File: src/hdl/pnc_pkg.sv
package pnc_pkg;

  // Width of the number under test; input bits above it are ignored
  localparam int unsigned NUMBER_WIDTH = 16;
  // Fixed stream payload widths
  localparam int unsigned IN_TDATA_WIDTH  = 16;
  localparam int unsigned SUM_WIDTH       = 18;
  localparam int unsigned OUT_TDATA_WIDTH = 24;
  // Accumulator is wide enough for any aliquot sum of an NUMBER_WIDTH-bit number
  localparam int unsigned ACC_WIDTH = 2 * NUMBER_WIDTH;
  // Divider step counter must hold NUMBER_WIDTH itself
  localparam int unsigned CNT_WIDTH = $clog2(NUMBER_WIDTH + 1);

  localparam logic [SUM_WIDTH-1:0] SUM_MAX = '1;

  // Request to the serial divider
  typedef struct packed {
    logic                    start;
    logic [NUMBER_WIDTH-1:0] dividend;
    logic [NUMBER_WIDTH-1:0] divisor;
  } div_req_t;

  // Response from the serial divider
  typedef struct packed {
    logic                    done;
    logic [NUMBER_WIDTH-1:0] quotient;
    logic                    rem_zero;
  } div_rsp_t;

endpackage

File: src/hdl/pnc_div.sv
module pnc_div (
  input  logic              clk_i,
  input  logic              rst_ni,
  input  pnc_pkg::div_req_t req_i,
  output pnc_pkg::div_rsp_t rsp_o
);
  import pnc_pkg::*;

  logic [NUMBER_WIDTH-1:0] rem_q, rem_d;
  logic [NUMBER_WIDTH-1:0] quo_q, quo_d;
  logic [NUMBER_WIDTH-1:0] dvs_q, dvs_d;
  logic [CNT_WIDTH-1:0]    cnt_q, cnt_d;
  logic                    busy_q, busy_d;
  logic                    done_q, done_d;
  logic [NUMBER_WIDTH:0]   rem_shift;
  logic [NUMBER_WIDTH:0]   diff;

  // One restoring step: shift in the next dividend bit, try to subtract
  assign rem_shift = {rem_q, quo_q[NUMBER_WIDTH-1]};
  assign diff      = rem_shift - {1'b0, dvs_q};

  always_comb begin
    rem_d  = rem_q;
    quo_d  = quo_q;
    dvs_d  = dvs_q;
    cnt_d  = cnt_q;
    busy_d = busy_q;
    done_d = 1'b0;
    if (req_i.start) begin
      // Load operands and start a fresh division
      rem_d  = '0;
      quo_d  = req_i.dividend;
      dvs_d  = req_i.divisor;
      cnt_d  = CNT_WIDTH'(NUMBER_WIDTH);
      busy_d = 1'b1;
    end else if (busy_q) begin
      quo_d = {quo_q[NUMBER_WIDTH-2:0], ~diff[NUMBER_WIDTH]};
      if (!diff[NUMBER_WIDTH]) begin
        rem_d = diff[NUMBER_WIDTH-1:0];
      end else begin
        rem_d = rem_shift[NUMBER_WIDTH-1:0];
      end
      cnt_d = cnt_q - 1'b1;
      if (cnt_q == CNT_WIDTH'(1)) begin
        busy_d = 1'b0;
        done_d = 1'b1;
      end
    end
  end

  // Control state
  always_ff @(posedge clk_i or negedge rst_ni) begin
    if (!rst_ni) begin
      busy_q <= 1'b0;
      done_q <= 1'b0;
      cnt_q  <= '0;
    end else begin
      busy_q <= busy_d;
      done_q <= done_d;
      cnt_q  <= cnt_d;
    end
  end

  // Datapath registers
  always_ff @(posedge clk_i) begin
    rem_q <= rem_d;
    quo_q <= quo_d;
    dvs_q <= dvs_d;
  end

  assign rsp_o.done     = done_q;
  assign rsp_o.quotient = quo_q;
  assign rsp_o.rem_zero = (rem_q == '0);

endmodule

File: config.mk
export PLATFORM = sky130hd
export DESIGN_NAME = pnc_div
export DESIGN_NICKNAME = d
export VERILOG_FILES = /design/src/hdl/pnc_pkg.sv /design/src/hdl/pnc_div.sv
export SDC_FILE = /design/constraint.sdc
export NUM_CORES = 1
export LEC_CHECK = 0
export BUFFER_PORTS_ARGS = -buffer_cell sky130_fd_sc_hd__clkbuf_2
export CORE_AREA = 2 2 79 81
export CTS_CLUSTER_SIZE = 30
export DETAILED_ROUTE_END_ITERATION = 12
export DIE_AREA = 0 0 81 83
export PLACE_DENSITY_LB_ADDON = 0.05
export SKIP_LAST_GASP = 1
export SLEW_MARGIN = 25
export SYNTH_ARGS = -nofsm -noshare
export SYNTH_HDL_FRONTEND = slang
export SYNTH_SLANG_ARGS = --single-unit
export TNS_END_PERCENT = 5
File: constraint.sdc
create_clock -name clk_i -period 3.4 [get_ports clk_i]
set_clock_uncertainty 0.05 [all_clocks]
set_input_delay 0.34 -clock clk_i [delete_from_list [all_inputs] [get_ports clk_i]]
set_output_delay 0.34 -clock clk_i [all_outputs]
set_load 0.1 [all_outputs]
==> summary.md, run 1 <==
| Metric | Value |
|---|---|
| Busiest metal layer after global routing | met2 |
| Worst VDD drop | slightly below 0.9 mV |
| CP arrival | 3.29 ns |
| Clock-pin slew on the worst setup and hold paths | around 0.11 ns |
| Final Hold Fails | 0 |
| Ys flop type | edfxtp_1 |
| Setup TNS | 0 ns |
| Number of flops mapped to enable cells by yosys | 32 |
| Initial antenna violation count | 0 |
| Met3 layer usage reported by global route | 0.0489 |
| Clk sinks | 55 |
| Total chip power | approximately 3.2 mW |
| Die height | between 80 and 90 um |
| Fin nets | 420 |
| Cell Count, Final, Fillers Out | about 440 |
| Synth Area in Compound Gates | 0.168 |
| Startpoint types | flip-flop |
| Synth Register Bits | 55 |
| Die ar. | roughly 6700 sq um |
| Largest net degree at the start of global routing | 40 |
| CTS Buf Count | 5 |
| Worst skew pair latency | ~0.32 ns |
| R2r endpoint | rem_q[8] |
| Crit path kind | reg2reg |
| Port buffer count | 52 |
| Post-Place Cell Area | about 3500 sq um |
| Avg Inst Size Synth | between 10 and 15 sq um |
| Slew margin rel. | 0.553 |
| Vias in the first global route | 2472 |
| Total Wirelength | 7.03 mm |
| First-pass GRT wire length | about 12 mm |
| Vias per inst | a little under 6 |
| Ys Warns | 0 |
| Hold crit path type | in2reg |
| Area Growth Syn to Fin | 14.9% |
| Mux contribution to synthesized area | 0.0531 |
| Gr usage total | 0.221 |
| Num rows | 28 |
| Grt ovf | 0 |
| Ranking of synthesized cells by area | edfxtp_1 (30%), dfxtp_1 (10%), ha_1 (7.1%) |
| Setup repair bufs after CTS | 0 |
| Post-DP HPWL | 5.13 mm |
| Worst Hold End | dvs_q[1] |
| Synth unique cells | 54 |
| Seq/Total Area, Yosys | 0.458 |
| HP Start | req_i[1] |
| Status | completed |
| CTS H-tree lvls | 2 |
| Largest family of logic cells by synthesized area | compound AO/OA/AOI/OAI gates |
| Core box area | 5820 sq um |
| Power Density | roughly 900 nW/um^2 |
| Worst Reg-to-Reg Cells | 10 |
| Cells after Synth | approximately 310 |
| Placed Instances | 433 |
| DRC viols | 0 |
| Max_cap viols | 0 |
| Simple-gate share of the synthesized area | 0.162 |
| Worst EP required | approximately 3.6 ns |
| Worst Max-Slew Pin Slew | 0.671 ns |
| Post-route cell area | about 3700 sq um |
| Min cycle time layout | ~3.1 ns |
| Vias | approximately 2600 |
| Fin. max-slew vios | 0 |
| RSZ-0062 raised after global routing | no |
| DRT Pass-1 Iters | 4 |
| Drt first-iter violations | ~230 |
| Final ANT Viol Nets | 0 |
| Final period utilization | 0.921 |
| CTS tree | built |
| R2R Setup Slk | 0.27 ns |
| Post_cts resized | 0 |
| # diodes | 0 |
| WL/cell | 15.9 um |
| I/O Pins | 53 |
| Xor and xnor area share after synthesis | 0.0385 |
| Gp weighted congestion | roughly 0.96 |
| CTS Hold Bufs | 1 |
| WHS Path Cells | 1 |
| Final setup fails | 0 |
| Crit path capture type | flip-flop |
| Final Util | 0.629 |
| Crit Path Max Fanout | 19 |
| Post-Syn Area | between 3000 and 4000 sq um |
| Yosys top cell area share | 0.302 |
| Synth area leader | edfxtp_1 |
| Initial Utilization | 0.547 |
| Die W | just over 80 um |
| Syn Nets | about 370 |
| GRT met2 Usage | 0.359 |
| Layout cell share with drive strength beyond 1 | 0.259 |
| Bufs on Longest Clock Path | 2 |
| Fmax | between 0.3 and 0.4 GHz |
| Async SR Flop Fraction | 0.127 |
| Area share of fa/ha/maj cells after synthesis | 0.0771 |
| Met1 Use GR | 0.300 |
| R2R Path Start | quo_q[15] |
| CTS Root Cell | clkbuf_8 |
| Leakage | approximately 1.6 nW |
## cell usage after synthesis, drive strengths merged (2+ instances only)
| library cell | count |
|---|---|
| a21oi | 14 |
| ha | 18 |
| edfxtp | 32 |
| a311oi | 12 |
| nor2b | 4 |
| nand2b | 7 |
| o211ai | 5 |
| xor2 | 6 |
| a21o | 4 |
| or3 | 2 |
| dfrtp | 7 |
| o31a | 2 |
| nand2 | 25 |
| nand4 | 4 |
| buf | 8 |
| nor2 | 29 |
| nor4 | 5 |
| inv | 20 |
| o31ai | 3 |
| a211oi | 3 |
| xnor2 | 8 |
| dfxtp | 16 |
| nor3 | 5 |
| or4b | 2 |
| a2111oi | 2 |
| clkbuf | 6 |
| o21ai | 23 |
| nand3 | 12 |
| mux2 | 15 |
| or4 | 2 |
## report_power, final
| group | switching [mW] | leakage [nW] | internal [mW] | total, mW |
|---|---|---|---|---|
| Combinational | 1.16 | 0.974 | 0.580 | 1.74 |
| Clock | 0.235 | 0.0548 | 0.222 | 0.457 |
| Sequential | 0.164 | 0.542 | 0.875 | 1.04 |
## layout make-up
cell class,count,area (sq um)
Clock inverter,3,46.3
Multi-Input combinational cell,224,1590
Inverter,20,75.1
Clock buffer,5,68.8
Timing Repair Buffer,60,323
Fill cell,492,2160
Sequential cell,55,1460
Tap cell,75,93.8
## cells in the final DEF (no fill, tap or decap), types with 2 or more instances in the layout
master,instances
clkbuf_2,52
edfxtp_1,32
nor2_1,28
nand2_1,24
o21ai_0,22
inv_1,20
ha_1,18
dfxtp_1,16
mux2_2,15
nand3_1,12
a311oi_1,12
a21oi_1,11
xnor2_1,8
nand2b_1,7
dfrtp_1,7
buf_4,7
xor2_1,6
clkbuf_8,5
a21o_1,4
nor4_1,4
nor3_1,4
nand4_1,4
nor2b_1,4
o211ai_1,4
a21oi_2,3
or4_1,2
a211oi_1,2
o31ai_1,2
o31a_1,2
a2111oi_0,2
or3_1,2
## critical path, cell delays in order (launching register included)
cell       delay (ns)
edfxtp_1         0.38
inv_1            0.05
ha_1             0.23
fa_1             0.40
nand2b_1         0.21
a21oi_2          0.23
o21ai_2          0.14
nor3_4           0.23
o31a_1           0.62
nor3_1           0.11
a2111oi_0        0.37
## registers in the layout, indices dropped and copies added, names as in the netlist
signal / flops
rem_q: 16
busy_q: 1
quo_q: 16
cnt_q: 5
dvs_q: 16
done_q: 1
## cells by family (layout without fill, tap and decap cells)
logic type	count (synthesis)	count (layout)
xor gates and xnor gates	14	14
AOI/OAI and AO/OA	74	74
buffers and inverters	34	88
and+or+nand+nor	102	102
muxes	15	15
adders and majority gates	19	19
DFF	55	55
## routing by layer
metal / wire length (um) / part of all wire
met1: 3260 / 0.46
met2: 3390 / 0.48
met3: 304 / 0.043
met4: 78 / 0.011
met5: 0 / 0
## metrics by stage
stage               hold slack [ns]  setup slack [ns]
detailed placement            0.133             0.378
CTS                           0.133             0.295
global placement              0.134             0.539
floorplan                  -0.00559            0.0681
finish                        0.135             0.268
global route                  0.121            0.0118
## how the worst max path moves through the flow
stage	startpoint	to
after floorplan	quo_q[15]	rem_q[3]
after CTS	quo_q[15]	rem_q[8]
after global routing	quo_q[15]	rem_q[8]
final	quo_q[15]	rem_q[8]
after global placement	quo_q[15]	rem_q[3]
after detailed placement	quo_q[15]	rem_q[8]
No activity file was read; power rests on OpenSTA's default activity.
==> run 2: changes to the inputs <==
--- a/config.mk
+++ b/config.mk
@@ -5,12 +5,13 @@
 export SDC_FILE = /design/constraint.sdc
 export NUM_CORES = 1
 export LEC_CHECK = 0
+export ABC_AREA = 1
 export BUFFER_PORTS_ARGS = -buffer_cell sky130_fd_sc_hd__clkbuf_2
-export CORE_AREA = 2 2 79 81
+export CORE_AREA = 2 2 81 83
 export CTS_CLUSTER_SIZE = 30
 export DETAILED_ROUTE_END_ITERATION = 12
-export DIE_AREA = 0 0 81 83
-export PLACE_DENSITY_LB_ADDON = 0.05
+export DIE_AREA = 0 0 83 85
+export PLACE_DENSITY = 0.81
 export SKIP_LAST_GASP = 1
 export SLEW_MARGIN = 25
 export SYNTH_ARGS = -nofsm -noshare
==> constraint.sdc (replaced) <==
create_clock -name clk_i -period 3.2 [get_ports clk_i]
set_clock_uncertainty 0.05 [all_clocks]
set_input_delay 0.32 -clock clk_i [delete_from_list [all_inputs] [get_ports clk_i]]
set_output_delay 0.32 -clock clk_i [all_outputs]
set_load 0.1 [all_outputs]
==> summary.md, run 2 <==
| Metric | Value |
|---|---|
| Status | completed |
| Post-route cell area | roughly 3800 sq um |
| Switching Fraction | 0.460 |
| CP delay by family, top | simple AND/OR/NAND/NOR gates |
| CP cell instances | inv_1 -> ha_1 -> fa_1 -> inv_1 -> nand2_1 -> nand2_1 -> nand3_1 -> nand2_1 -> nand2_2 -> nand2_1 -> nand2_1 -> nand2_2 -> nand2_1 -> nand3_1 -> nand2_1 |
| Die W | 83 um |
| Count leader, synth | nand2_1 |
| Most common cell after layout, fill and taps aside | nand2_1 |
| Drt first-iter violations | 210 |
| Die height | 85 um |
| Setup TNS | 0 ns |
| CTS H-tree lvls | 2 |
| GRT met2 Usage | 0.394 |
| Grt ovf | 0 |
| CTS Root Cell | clkbuf_8 |
| Synth area leader | edfxtp_1 |
| Worst skew pair latency | between 0.3 and 0.4 ns |
| Num rows | 29 |
| Gr usage total | 0.218 |
| CTS Buf Count | 5 |
| # diodes | 0 |
| Met1 Use GR | 0.265 |
| Number of fill cells | between 500 and 600 |
| Cell Count, Final, Fillers Out | 601 |
| DRT Pass-1 Iters | 5 |
| Synth Register Bits | 55 |
| Port buffer count | between 50 and 60 |
| WP buf/inv | 2 |
| Final Hold Fails | 0 |
| Crit path kind | reg2reg |
| Ys flop type | edfxtp_1 |
| Max_cap viols | 0 |
| Cells after Synth | 468 |
| Power Density | ~750 nW/um^2 |
| Top Registers | dvs_q: 16 flops, quo_q: 16 flops, rem_q: 16 flops |
| Final ANT Viol Nets | 0 |
| Bufs on Longest Clock Path | 2 |
| Busiest metal layer after global routing | met2 |
| Slowest stage cell, crit path | fa_1 |
| Post-Place Cell Area | approximately 3700 sq um |
| Clock-pin slew on the worst setup and hold paths | ~0.10 ns |
| Ranking of synthesized cells by area | edfxtp_1 (29%), nand2_1 (22%), inv_1 (10%) |
| Crit Path Max Fanout | 13 |
| Fmax | 0.419 GHz |
| Min cycle time layout | 2.39 ns |
| Most frequent cells after synthesis | nand2_1 (197), inv_1 (90), edfxtp_1 (32) |
| Part of the power in combinational logic | 0.495 |
| Yosys top cell area share | 0.286 |
| Post_cts resized | 0 |
| Fin nets | slightly below 600 |
| Syn Nets | ~520 |
| CP arrival | around 2.6 ns |
| Hold crit path type | in2reg |
| Min Hold Slack | 0.127 ns |
| Startpoint types | flip-flop |
| Async SR Flop Fraction | 0.127 |
| Net Switching | between 1 and 1.5 mW |
| Vias | ~2900 |
| Avg Inst Size Synth | a little over 7 sq um |
| Seq/Total Area, Yosys | 0.433 |
| Die ar. | 7060 sq um |
| Slew margin rel. | 0.558 |
| Vias per inst | 4.88 |
| Setup repair bufs after CTS | 0 |
| CTS tree | built |
| Fin. max-slew vios | 0 |
| Crit path capture type | flip-flop |
| Most frequent cells in the layout | nand2_1 (197), inv_1 (90), clkbuf_2 (52), edfxtp_1 (32), nand3_1 (29) |
| Ys Warns | 0 |
| WL/cell | 12.3 um |
| First-pass GRT wire length | 12.6 mm |
| DRC viols | 0 |
| Number of flops mapped to enable cells by yosys | 32 |
| Layout cell share with drive strength beyond 1 | 0.139 |
| Post-DP HPWL | 5.62 mm |
| Placed Instances | ~590 |
| Final setup fails | 0 |
| Seq pwr share | 0.342 |
| Total Wirelength | 7.37 mm |
| Post-Syn Area | between 3000 and 4000 sq um |
| Clock power share | 0.163 |
| Area Growth Syn to Fin | 13.6% |
| Crit path top cell by count | nand2_1 |
| I/O Pins | 53 |
| Vias in the first global route | between 2000 and 3000 |
| Internal | ~1.5 mW |
| RSZ-0062 raised after global routing | no |
| Core box area | 6200 sq um |
| Worst path max stage delay | between 0.4 and 0.5 ns |
| Initial antenna violation count | 0 |
| Leakage | ~2.2 nW |
| Largest net degree at the start of global routing | 23 |
| Final period utilization | 0.746 |
| Clk sinks | 55 |
| Worst Max-Slew Pin Slew | about 0.66 ns |
| Worst EP required | approximately 3.4 ns |
| Gp weighted congestion | 0.888 |
| Met3 layer usage reported by global route | 0.0389 |
| Worst VDD drop | roughly 0.35 mV |
| Synth unique cells | 29 |
| Initial Utilization | 0.542 |
run 2: cell families after synthesis:
kind of cell    Yosys count  share of synthesized area
xor+xnor                  7                     0.0182
fa+ha+maj                19                     0.0729
simple gates            267                      0.327
compound gates           21                     0.0327
buf+inv                  99                      0.116
flops                    55                      0.433
run 2: timing repair:
| item | 4_1_cts | 5_1_grt |
|---|---|---|
| endpoints found under the hold margin | 7 | 0 |
| endpoints found under the setup margin | 0 | 0 |
| hold buffers | 1 | 0 |
run 2: area by class of cell:
cell class              instances  area, sq um  area share
clock buffers                   6         72.6      0.0190
clock inverters                 2         38.8      0.0102
inverters                      91          342      0.0894
multi-input cells             314         1520       0.398
flip-flops and latches         55         1460       0.381
well taps                      77         96.3      0.0252
repair buffers                 56          293      0.0766
run 2: layer usage:
layer | wire length, um | vias to the layer above
met5 | 0 | -
met4 | 127 | 0
met3 | 289 | 13
met2 | 3600 | 71
met1 | 3360 | 1304
li1 | - | 1544
run 2: power by group through the flow:
stage / clock [mW] / combinational, mW / sequential [mW]
3_5_place_dp: 0 / 1.40 / 0.990
6_report: 0.466 / 1.41 / 0.976
2_1_floorplan: 0 / 0.933 / 1.18
4_1_cts: 0.477 / 1.41 / 0.975
5_1_grt: 0.501 / 1.58 / 0.994
3_3_place_gp: 0 / 1.37 / 0.984
run 2: worst paths after layout:
path / to / startpoint / slack, ns / cells after the start
max: rem_q[2] / quo_q[15] / 0.81 / 15
min: dvs_q[13] / req_i[13] / 0.13 / 1
max reg2reg: rem_q[2] / quo_q[15] / 0.81 / 15
min reg2reg: rem_q[5] / rem_q[5] / 0.43 / 2
max in group asynchronous: cnt_q[4] / rst_ni / 2.62 / 2
min in group asynchronous: cnt_q[0] / rst_ni / 0.31 / 2
run 2: stage by stage:
stage | total power, mW | util | setup WS, ns
after global routing | 3.07 | 0.616 | 0.479
after CTS | 2.86 | 0.616 | 0.821
after global placement | 2.35 | 0.596 | 0.934
after detailed placement | 2.39 | 0.596 | 0.819
after floorplan | 2.12 | - | 0.313
final | 2.86 | 0.616 | 0.813
